**config.mk**
```make
export PLATFORM = sky130hd
export DESIGN_NAME = version_string_parser_core
export DESIGN_NICKNAME = d
export VERILOG_FILES = /design/src/design/vsp_pkg.sv /design/src/design/vsp_front.sv /design/src/design/vsp_queue.sv /design/src/design/vsp_back.sv /design/src/design/version_string_parser_core.sv
export SDC_FILE = /design/constraint.sdc
export NUM_CORES = 1
export LEC_CHECK = 0
export ABC_AREA = 1
export BUFFER_PORTS_ARGS = -buffer_cell sky130_fd_sc_hd__buf_2
export CAP_MARGIN = 20
export CORE_MARGIN = 10
export CORE_UTILIZATION = 54
export DETAILED_ROUTE_END_ITERATION = 6
export HOLD_SLACK_MARGIN = 0.05
export PLACE_DENSITY = 0.85
export REMOVE_ABC_BUFFERS = 1
export SYNTH_ARGS = -nofsm -noshare
export SYNTH_HDL_FRONTEND = slang
export SYNTH_SLANG_ARGS = --single-unit
```
**constraint.sdc**
```tcl
create_clock -name clk -period 3.48 [get_ports clk]
set_input_delay 0.348 -clock clk [delete_from_list [all_inputs] [get_ports clk]]
set_output_delay 0.348 -clock clk [all_outputs]
set_load 0.02 [all_outputs]
```
**src/design/vsp_pkg.sv**
```systemverilog
// Types and constants shared by the version string parser modules.
package vsp_pkg;

  localparam int MAX_TEXT    = 32;
  localparam int CNT_W       = $clog2(MAX_TEXT + 1);
  localparam int QUEUE_DEPTH = 4;
  localparam int QPTR_W      = $clog2(QUEUE_DEPTH);
  localparam int QCNT_W      = $clog2(QUEUE_DEPTH + 1);

  localparam logic [7:0] CH_NUL  = 8'h00;
  localparam logic [7:0] CH_V    = 8'h76;
  localparam logic [7:0] CH_DOT  = 8'h2E;
  localparam logic [7:0] CH_ZERO = 8'h30;
  localparam logic [7:0] CH_NINE = 8'h39;

  typedef enum logic [1:0] {
    ST_OK     = 2'd0,
    ST_FORMAT = 2'd1,
    ST_RANGE  = 2'd2
  } status_t;

  typedef enum logic [2:0] {
    CL_DIGIT,
    CL_VEE,
    CL_DOT,
    CL_TERM,
    CL_OTHER
  } cls_t;

  typedef enum logic [1:0] {
    PH_START,
    PH_BEGIN,
    PH_FIELD
  } phase_t;

  typedef struct packed {
    cls_t       cls;
    logic [3:0] digit;
  } qword_t;

  typedef struct packed {
    logic empty;
    logic full;
  } q_stat_t;

endpackage

```
**src/design/vsp_front.sv**
```systemverilog
// Front end: take input bytes and classify them into queue words.
module vsp_front import vsp_pkg::*; (
  input  logic    in_valid,
  output logic    in_ready,
  input  logic [7:0] in_ch,
  input  q_stat_t q_stat,
  output logic    push,
  output qword_t  push_word
);

  logic [7:0] diff;

  assign diff     = in_ch - CH_ZERO;
  assign in_ready = !q_stat.full;
  assign push     = in_valid && in_ready;

  always_comb begin
    push_word.digit = diff[3:0];
    priority if (in_ch == CH_NUL) begin
      push_word.cls = CL_TERM;
    end else if (in_ch >= CH_ZERO && in_ch <= CH_NINE) begin
      push_word.cls = CL_DIGIT;
    end else if (in_ch == CH_V) begin
      push_word.cls = CL_VEE;
    end else if (in_ch == CH_DOT) begin
      push_word.cls = CL_DOT;
    end else begin
      push_word.cls = CL_OTHER;
    end
  end

endmodule

```
**src/design/vsp_queue.sv**
```systemverilog
// Short FIFO of classified words between front and back ends.
module vsp_queue import vsp_pkg::*; (
  input  logic    clk,
  input  logic    rst_n,
  input  logic    push,
  input  qword_t  push_word,
  input  logic    pop,
  output qword_t  pop_word,
  output q_stat_t q_stat
);

  qword_t              mem_r [QUEUE_DEPTH];
  logic [QPTR_W-1:0]   wr_ptr_r, wr_ptr_nxt;
  logic [QPTR_W-1:0]   rd_ptr_r, rd_ptr_nxt;
  logic [QCNT_W-1:0]   count_r, count_nxt;

  assign q_stat.empty = (count_r == '0);
  assign q_stat.full  = (count_r == QCNT_W'(QUEUE_DEPTH));
  assign pop_word     = mem_r[rd_ptr_r];

  always_comb begin
    wr_ptr_nxt = push ? wr_ptr_r + 1'b1 : wr_ptr_r;
    rd_ptr_nxt = pop  ? rd_ptr_r + 1'b1 : rd_ptr_r;
    count_nxt  = count_r + QCNT_W'(push) - QCNT_W'(pop);
  end

  always_ff @(posedge clk) begin
    if (push) begin
      mem_r[wr_ptr_r] <= push_word;
    end
  end

  always_ff @(posedge clk) begin
    if (!rst_n) begin
      wr_ptr_r <= '0;
      rd_ptr_r <= '0;
      count_r  <= '0;
    end else begin
      wr_ptr_r <= wr_ptr_nxt;
      rd_ptr_r <= rd_ptr_nxt;
      count_r  <= count_nxt;
    end
  end

endmodule

```
**src/design/vsp_back.sv**
```systemverilog
// Back end: parse classified words and register the result word.
module vsp_back import vsp_pkg::*; (
  input  logic        clk,
  input  logic        rst_n,
  input  q_stat_t     q_stat,
  input  qword_t      pop_word,
  output logic        pop,
  output logic        out_valid,
  input  logic        out_ready,
  output logic [1:0]  out_status,
  output logic [31:0] out_major,
  output logic [31:0] out_minor,
  output logic [31:0] out_patch
);

  phase_t            phase_r, phase_nxt;
  logic [1:0]        fidx_r, fidx_nxt;
  logic [31:0]       acc_r, acc_nxt;
  logic [31:0]       first_r, first_nxt;
  logic [31:0]       second_r, second_nxt;
  logic              lz_r, lz_nxt;
  logic [CNT_W-1:0]  cnt_r, cnt_nxt;
  status_t           err_r, err_nxt;

  logic              out_valid_r, out_valid_nxt;
  status_t           status_r, status_nxt;
  logic [31:0]       major_r, minor_r, patch_r;

  logic              load;
  logic [35:0]       wide;
  logic              ovf;

  // acc*10 + d; anything above bit 31 is an overflow
  assign wide = ({4'b0, acc_r} << 3) + ({4'b0, acc_r} << 1) + 36'(pop_word.digit);
  assign ovf  = |wide[35:32];

  // Output control: pop words, load result on the terminator.
  always_comb begin
    pop  = !q_stat.empty &&
           (pop_word.cls != CL_TERM || !out_valid_r || out_ready);
    load = pop && (pop_word.cls == CL_TERM);
    priority if (cnt_r == CNT_W'(MAX_TEXT)) begin
      status_nxt = ST_FORMAT;
    end else if (err_r != ST_OK) begin
      status_nxt = err_r;
    end else if (phase_r == PH_FIELD && fidx_r == 2'd2) begin
      status_nxt = ST_OK;
    end else begin
      status_nxt = ST_FORMAT;
    end
    if (load) begin
      out_valid_nxt = 1'b1;
    end else if (out_ready) begin
      out_valid_nxt = 1'b0;
    end else begin
      out_valid_nxt = out_valid_r;
    end
  end

  // Parser next state.
  always_comb begin
    phase_nxt  = phase_r;
    fidx_nxt   = fidx_r;
    acc_nxt    = acc_r;
    first_nxt  = first_r;
    second_nxt = second_r;
    lz_nxt     = lz_r;
    cnt_nxt    = cnt_r;
    err_nxt    = err_r;
    if (load) begin
      phase_nxt  = PH_START;
      fidx_nxt   = '0;
      acc_nxt    = '0;
      first_nxt  = '0;
      second_nxt = '0;
      lz_nxt     = 1'b0;
      cnt_nxt    = '0;
      err_nxt    = ST_OK;
    end else if (pop) begin
      if (cnt_r != CNT_W'(MAX_TEXT)) begin
        cnt_nxt = cnt_r + 1'b1;
      end
      if (err_r == ST_OK) begin
        unique case (phase_r)
          PH_START, PH_BEGIN: begin
            if (phase_r == PH_START && pop_word.cls == CL_VEE) begin
              phase_nxt = PH_BEGIN;
            end else if (pop_word.cls == CL_DIGIT) begin
              acc_nxt   = 32'(pop_word.digit);
              lz_nxt    = (pop_word.digit == 4'd0);
              phase_nxt = PH_FIELD;
            end else begin
              err_nxt = ST_FORMAT;
            end
          end
          PH_FIELD: begin
            if (pop_word.cls == CL_DIGIT) begin
              if (lz_r) begin
                err_nxt = ST_FORMAT;
              end else if (ovf) begin
                err_nxt = ST_RANGE;
              end else begin
                acc_nxt = wide[31:0];
              end
            end else if (pop_word.cls == CL_DOT && fidx_r != 2'd2) begin
              if (fidx_r == 2'd0) begin
                first_nxt = acc_r;
              end else begin
                second_nxt = acc_r;
              end
              fidx_nxt  = fidx_r + 1'b1;
              acc_nxt   = '0;
              lz_nxt    = 1'b0;
              phase_nxt = PH_BEGIN;
            end else begin
              err_nxt = ST_FORMAT;
            end
          end
          default: begin
            err_nxt = ST_FORMAT;
          end
        endcase
      end
    end
  end

  always_ff @(posedge clk) begin
    if (!rst_n) begin
      phase_r     <= PH_START;
      fidx_r      <= '0;
      acc_r       <= '0;
      first_r     <= '0;
      second_r    <= '0;
      lz_r        <= 1'b0;
      cnt_r       <= '0;
      err_r       <= ST_OK;
      out_valid_r <= 1'b0;
    end else begin
      phase_r     <= phase_nxt;
      fidx_r      <= fidx_nxt;
      acc_r       <= acc_nxt;
      first_r     <= first_nxt;
      second_r    <= second_nxt;
      lz_r        <= lz_nxt;
      cnt_r       <= cnt_nxt;
      err_r       <= err_nxt;
      out_valid_r <= out_valid_nxt;
    end
  end

  always_ff @(posedge clk) begin
    if (load) begin
      status_r <= status_nxt;
      major_r  <= (status_nxt == ST_OK) ? first_r  : '0;
      minor_r  <= (status_nxt == ST_OK) ? second_r : '0;
      patch_r  <= (status_nxt == ST_OK) ? acc_r    : '0;
    end
  end

  assign out_valid  = out_valid_r;
  assign out_status = status_r;
  assign out_major  = major_r;
  assign out_minor  = minor_r;
  assign out_patch  = patch_r;

endmodule

```
**src/design/version_string_parser_core.sv**
```systemverilog
// Top level of the semantic version core parser.
//
// Feed a version string one byte per input word; a zero byte ends it. The
// accepted form is an optional leading 'v' and three decimal fields joined
// by dots, e.g. "v1.20.3", with no empty field, no leading zero and no field
// above 4294967295. Each terminator yields exactly one result word carrying
// status (0 ok, 1 format error, 2 range error) and major/minor/patch, which
// read zero unless status is ok; other bytes yield nothing. The first error
// in the string decides the status, except that a string of 32 or more bytes
// before the terminator always reports a format error. After a terminator
// the parser is back at string start. Throughput is one byte per clock
// while the queue has room: each byte costs a single pass through the
// parser's multiply-by-ten-and-add step. A terminator's result word passes
// through the four-word queue, and the parser loads the output register on
// the edge that pops it. A stalled result word holds in the output register
// while parsing continues; input stalls only once the queue fills behind a
// terminator that cannot leave.
module version_string_parser_core import vsp_pkg::*; (
  input  logic        clk,
  input  logic        rst_n,
  input  logic        in_valid,
  output logic        in_ready,
  input  logic [7:0]  in_ch,
  output logic        out_valid,
  input  logic        out_ready,
  output logic [1:0]  out_status,
  output logic [31:0] out_major,
  output logic [31:0] out_minor,
  output logic [31:0] out_patch
);

  q_stat_t q_stat;
  logic    push;
  qword_t  push_word;
  logic    pop;
  qword_t  pop_word;

  // Classify bytes and push them while the queue has room.
  vsp_front u_front (
    .in_valid  (in_valid),
    .in_ready  (in_ready),
    .in_ch     (in_ch),
    .q_stat    (q_stat),
    .push      (push),
    .push_word (push_word)
  );

  // Decouple byte intake from result backpressure.
  vsp_queue u_queue (
    .clk       (clk),
    .rst_n     (rst_n),
    .push      (push),
    .push_word (push_word),
    .pop       (pop),
    .pop_word  (pop_word),
    .q_stat    (q_stat)
  );

  // Advance the parser and hold the result word until taken.
  vsp_back u_back (
    .clk        (clk),
    .rst_n      (rst_n),
    .q_stat     (q_stat),
    .pop_word   (pop_word),
    .pop        (pop),
    .out_valid  (out_valid),
    .out_ready  (out_ready),
    .out_status (out_status),
    .out_major  (out_major),
    .out_minor  (out_minor),
    .out_patch  (out_patch)
  );

endmodule

```
==> results.yml <==
status:
  status: "finished, final reports clean"
synthesis:
  synth_area_um2: 12100
  postSynthAreaPerCell_um2: 8.57
  yosys.area.top_type: "edfxtp_1"
  ys_seq_elements: 245
  synth_warnings: 0
  synthCells: 1408
  synth.distinct_cells: 44
  yosys.area.top_type_share: 0.313
  yosysSeqAreaShare: 0.511
  synthTopCellsByArea: "edfxtp_1 31%, dfxtp_1 20%, nand2_1 7.8%, ha_1 7.6%, inv_1 6.9%"
final_layout:
  nets: 1638
  diodes: 0
  layout_common_cells: "237 x nand2_1, 215 x inv_1, 175 x nor2_1"
  nFillCells: 1760
  areaGrowthSynthToFinish_pct: 16.4
  finalNonFillerCells: 1849
  drive_above_1_share: 0.168
  layout_commonest_cell: "nand2_1"
placed_design:
  dp_hpwl_um: 19200
  gp_congestion: 0.942
  place_inst: 1794
  portBuffers: 111
detailed_routing:
  drt_iter0_drc: 659
  drc: 0
  viasPerCell: 5.14
  wl_per_cell_um: 14.5
  detail-route-antenna-nets: 0
  vias: 9509
  routed_wl_um: 26800
  drt-pass1-iter-count: 5
clock_tree:
  cts_tree: "yes"
  insertion_delay_ns: 0.53
  htree_levels: 1
  cts.path.max_buffers: 3
  clock-sinks: 245
  cts_buffers: 25
  cts-root-buf: "clkbuf_16"
  clk_pin_slew_ns: 0.06
timing:
  fin_crit_sh: 0.950
  whs_ns: 0.0723
  max_freq_mhz: 302
  worst_slew_pin_slew_ns: 0.638
  relSlewSlack: 0.573
  finalClockSkew_ns: 0.0218
  finalCriticalPeriod_ns: 3.31
  setup_tns_ns: 0
  slew_viol_final: 0
  setup_viol: 0
  final-hold-violation-count: 0
global_routing:
  grt.overflow.total: 0
  grt_pass1_wl_um: 44400
  grt_use_total: 0.181
  grt_max_degree: 84
  grt_pass1_vias: 9360
  antenna_found_initial: 0
power:
  leakagePower_nw: 6.17
  p_per_area_nw_per_um2: 621
  power_mw: 8.71
  max-vdd-ir-drop_mv: 0.536
worst_setup_path:
  worstReg2RegEnd: "u_back.acc_r[30]$_SDFFE_PP0P_"
  r2r_cells: 28
  slowest_delay_ns: 0.40
  critPathMaxFanout: 8
  end_kind: "flip-flop"
  rrSetupSlack_ns: 0.17
  worstPathRequired_ns: 3.87
  cp-start-kind: "flip-flop"
  crit_arrival_ns: 3.70
  critPathKind: "reg2reg"
  slowest_stage: "fa_2"
run:
  maxCapViolations: 0
floorplanning:
  fp.coreArea_um2: 21900
  die_w_um: 170
  fp.dieH_um: 170
  io_pins: 112
  initial_core_util: 0.551
  rows: 54
  fp.dieArea_um2: 28700
hold_path:
  hold_depth: 1
  hold_start: "in_ch[0]"
  whs_endpoint: "u_queue.mem_r[0][0]$_DFFE_PP_"
  hold_path_class: "in2reg"
[stage by stage]
step	utilization	instance area [µm²]	worst slack (ns)
after global placement	0.596	13100	0.0819
after CTS	0.634	13900	0.00798
after global routing	0.642	14000	-0.0485
after detailed placement	0.596	13100	-0.0744
after floorplan	-	11800	-0.194
final	0.642	14000	0.173
[per-layer routing]
| metal | vias to the layer above | GRT usage | wire length (µm) | share of wire |
|---|---|---|---|---|
| li1 | 4856 | - | - | - |
| met2 | 212 | 0.325 | 13400 | 0.50 |
| met1 | 4382 | 0.214 | 11400 | 0.42 |
| met5 | - | 0 | 0 | 0 |
| met3 | 59 | 0.0327 | 1390 | 0.052 |
| met4 | 0 | 0.0552 | 697 | 0.026 |
[logic make-up after synthesis]
group,Yosys count,share of synthesized area
buf+inv,272,0.0951
simple gates,546,0.192
compound gates,249,0.107
xor+xnor,20,0.0145
flops,245,0.511
fa+ha+maj,76,0.0806
[what timing repair did]
item                       4_1_cts  5_1_grt
setup endpoints to repair       21       42
gates resized for setup          2       35
setup buffers                    2        7
pin swaps                        0       14
hold buffers                     0        0
[cell type report]
type                       instances  area, µm²  area share
inverter                         230        876      0.0624
multi-input combinational        891       4870       0.347
sequential                       245       6170       0.439
tap                              280        350      0.0249
clock inverter                    14        116     0.00829
clock buffer                      32        682      0.0486
timing repair buffer             157        980      0.0698
[synth_stat cells]
master and n:
and3_1 2, nand2_2 7, a31oi_1 3, clkinv_2 1, nor2_4 4, or3_1 1
and2_1 2, nand4_1 11, buf_4 3, a21o_1 1, o21ai_2 1, clkbuf_1 12
buf_6 12, or2_2 5, clkinv_1 1, nor3b_2 1, nand3b_1 3, inv_1 222
buf_2 11, fa_1 3, o211ai_1 5, a32oi_1 1, clkbuf_2 3, nor2_1 177
nand2_1 250, nor3b_1 4, a32o_1 1, nand2_4 5, a41oi_1 1, nor4_1 2
o21ai_1 19, inv_4 1, xnor2_1 7, a21oi_1 139, edfxtp_1 126, clkbuf_4 1
xor2_1 13, o21ai_0 74, ha_1 73, dfxtp_1 119, inv_2 5, nand3_1 60
nor3_1 12, o21bai_1 4
[power by group]
part           total, mW  internal [mW]  switching, mW
clock               2.56           1.47           1.09
sequential          3.56           3.36          0.196
combinational       2.59          0.944           1.65
[flip-flops by register name, summed over array words and instances, names as in the netlist, 3 cells and up, named ones only]
name,flops
u_back.cnt_r,6
u_back.acc_r,32
u_queue.mem_r,28
u_back.out_major,32
u_back.out_patch,32
u_back.out_minor,32
u_back.second_r,32
u_queue.count_r,3
u_back.first_r,32
[worst max-delay path: cells and delay by family, from the launching register on]
kind	cells	cell delay [ns]
buf+inv	7	0.65
fa+ha+maj	3	0.83
simple gates	17	1.26
compound gates	1	0.05
flops	1	0.38
[how the worst max path moves through the flow]
stage                                             end  depth (start not counted)      start
global placement        u_back.acc_r[28]$_SDFFE_PP0P_                         24  flip-flop
finish                  u_back.acc_r[30]$_SDFFE_PP0P_                         28  flip-flop
detailed placement      u_back.acc_r[30]$_SDFFE_PP0P_                         24  flip-flop
global route            u_back.acc_r[28]$_SDFFE_PP0P_                         30  flip-flop
CTS                     u_back.acc_r[30]$_SDFFE_PP0P_                         24  flip-flop
floorplan           u_back.out_major[0]$_SDFFCE_PP0P_                         10  flip-flop
Note: power is estimated with default switching activity, not from simulation.
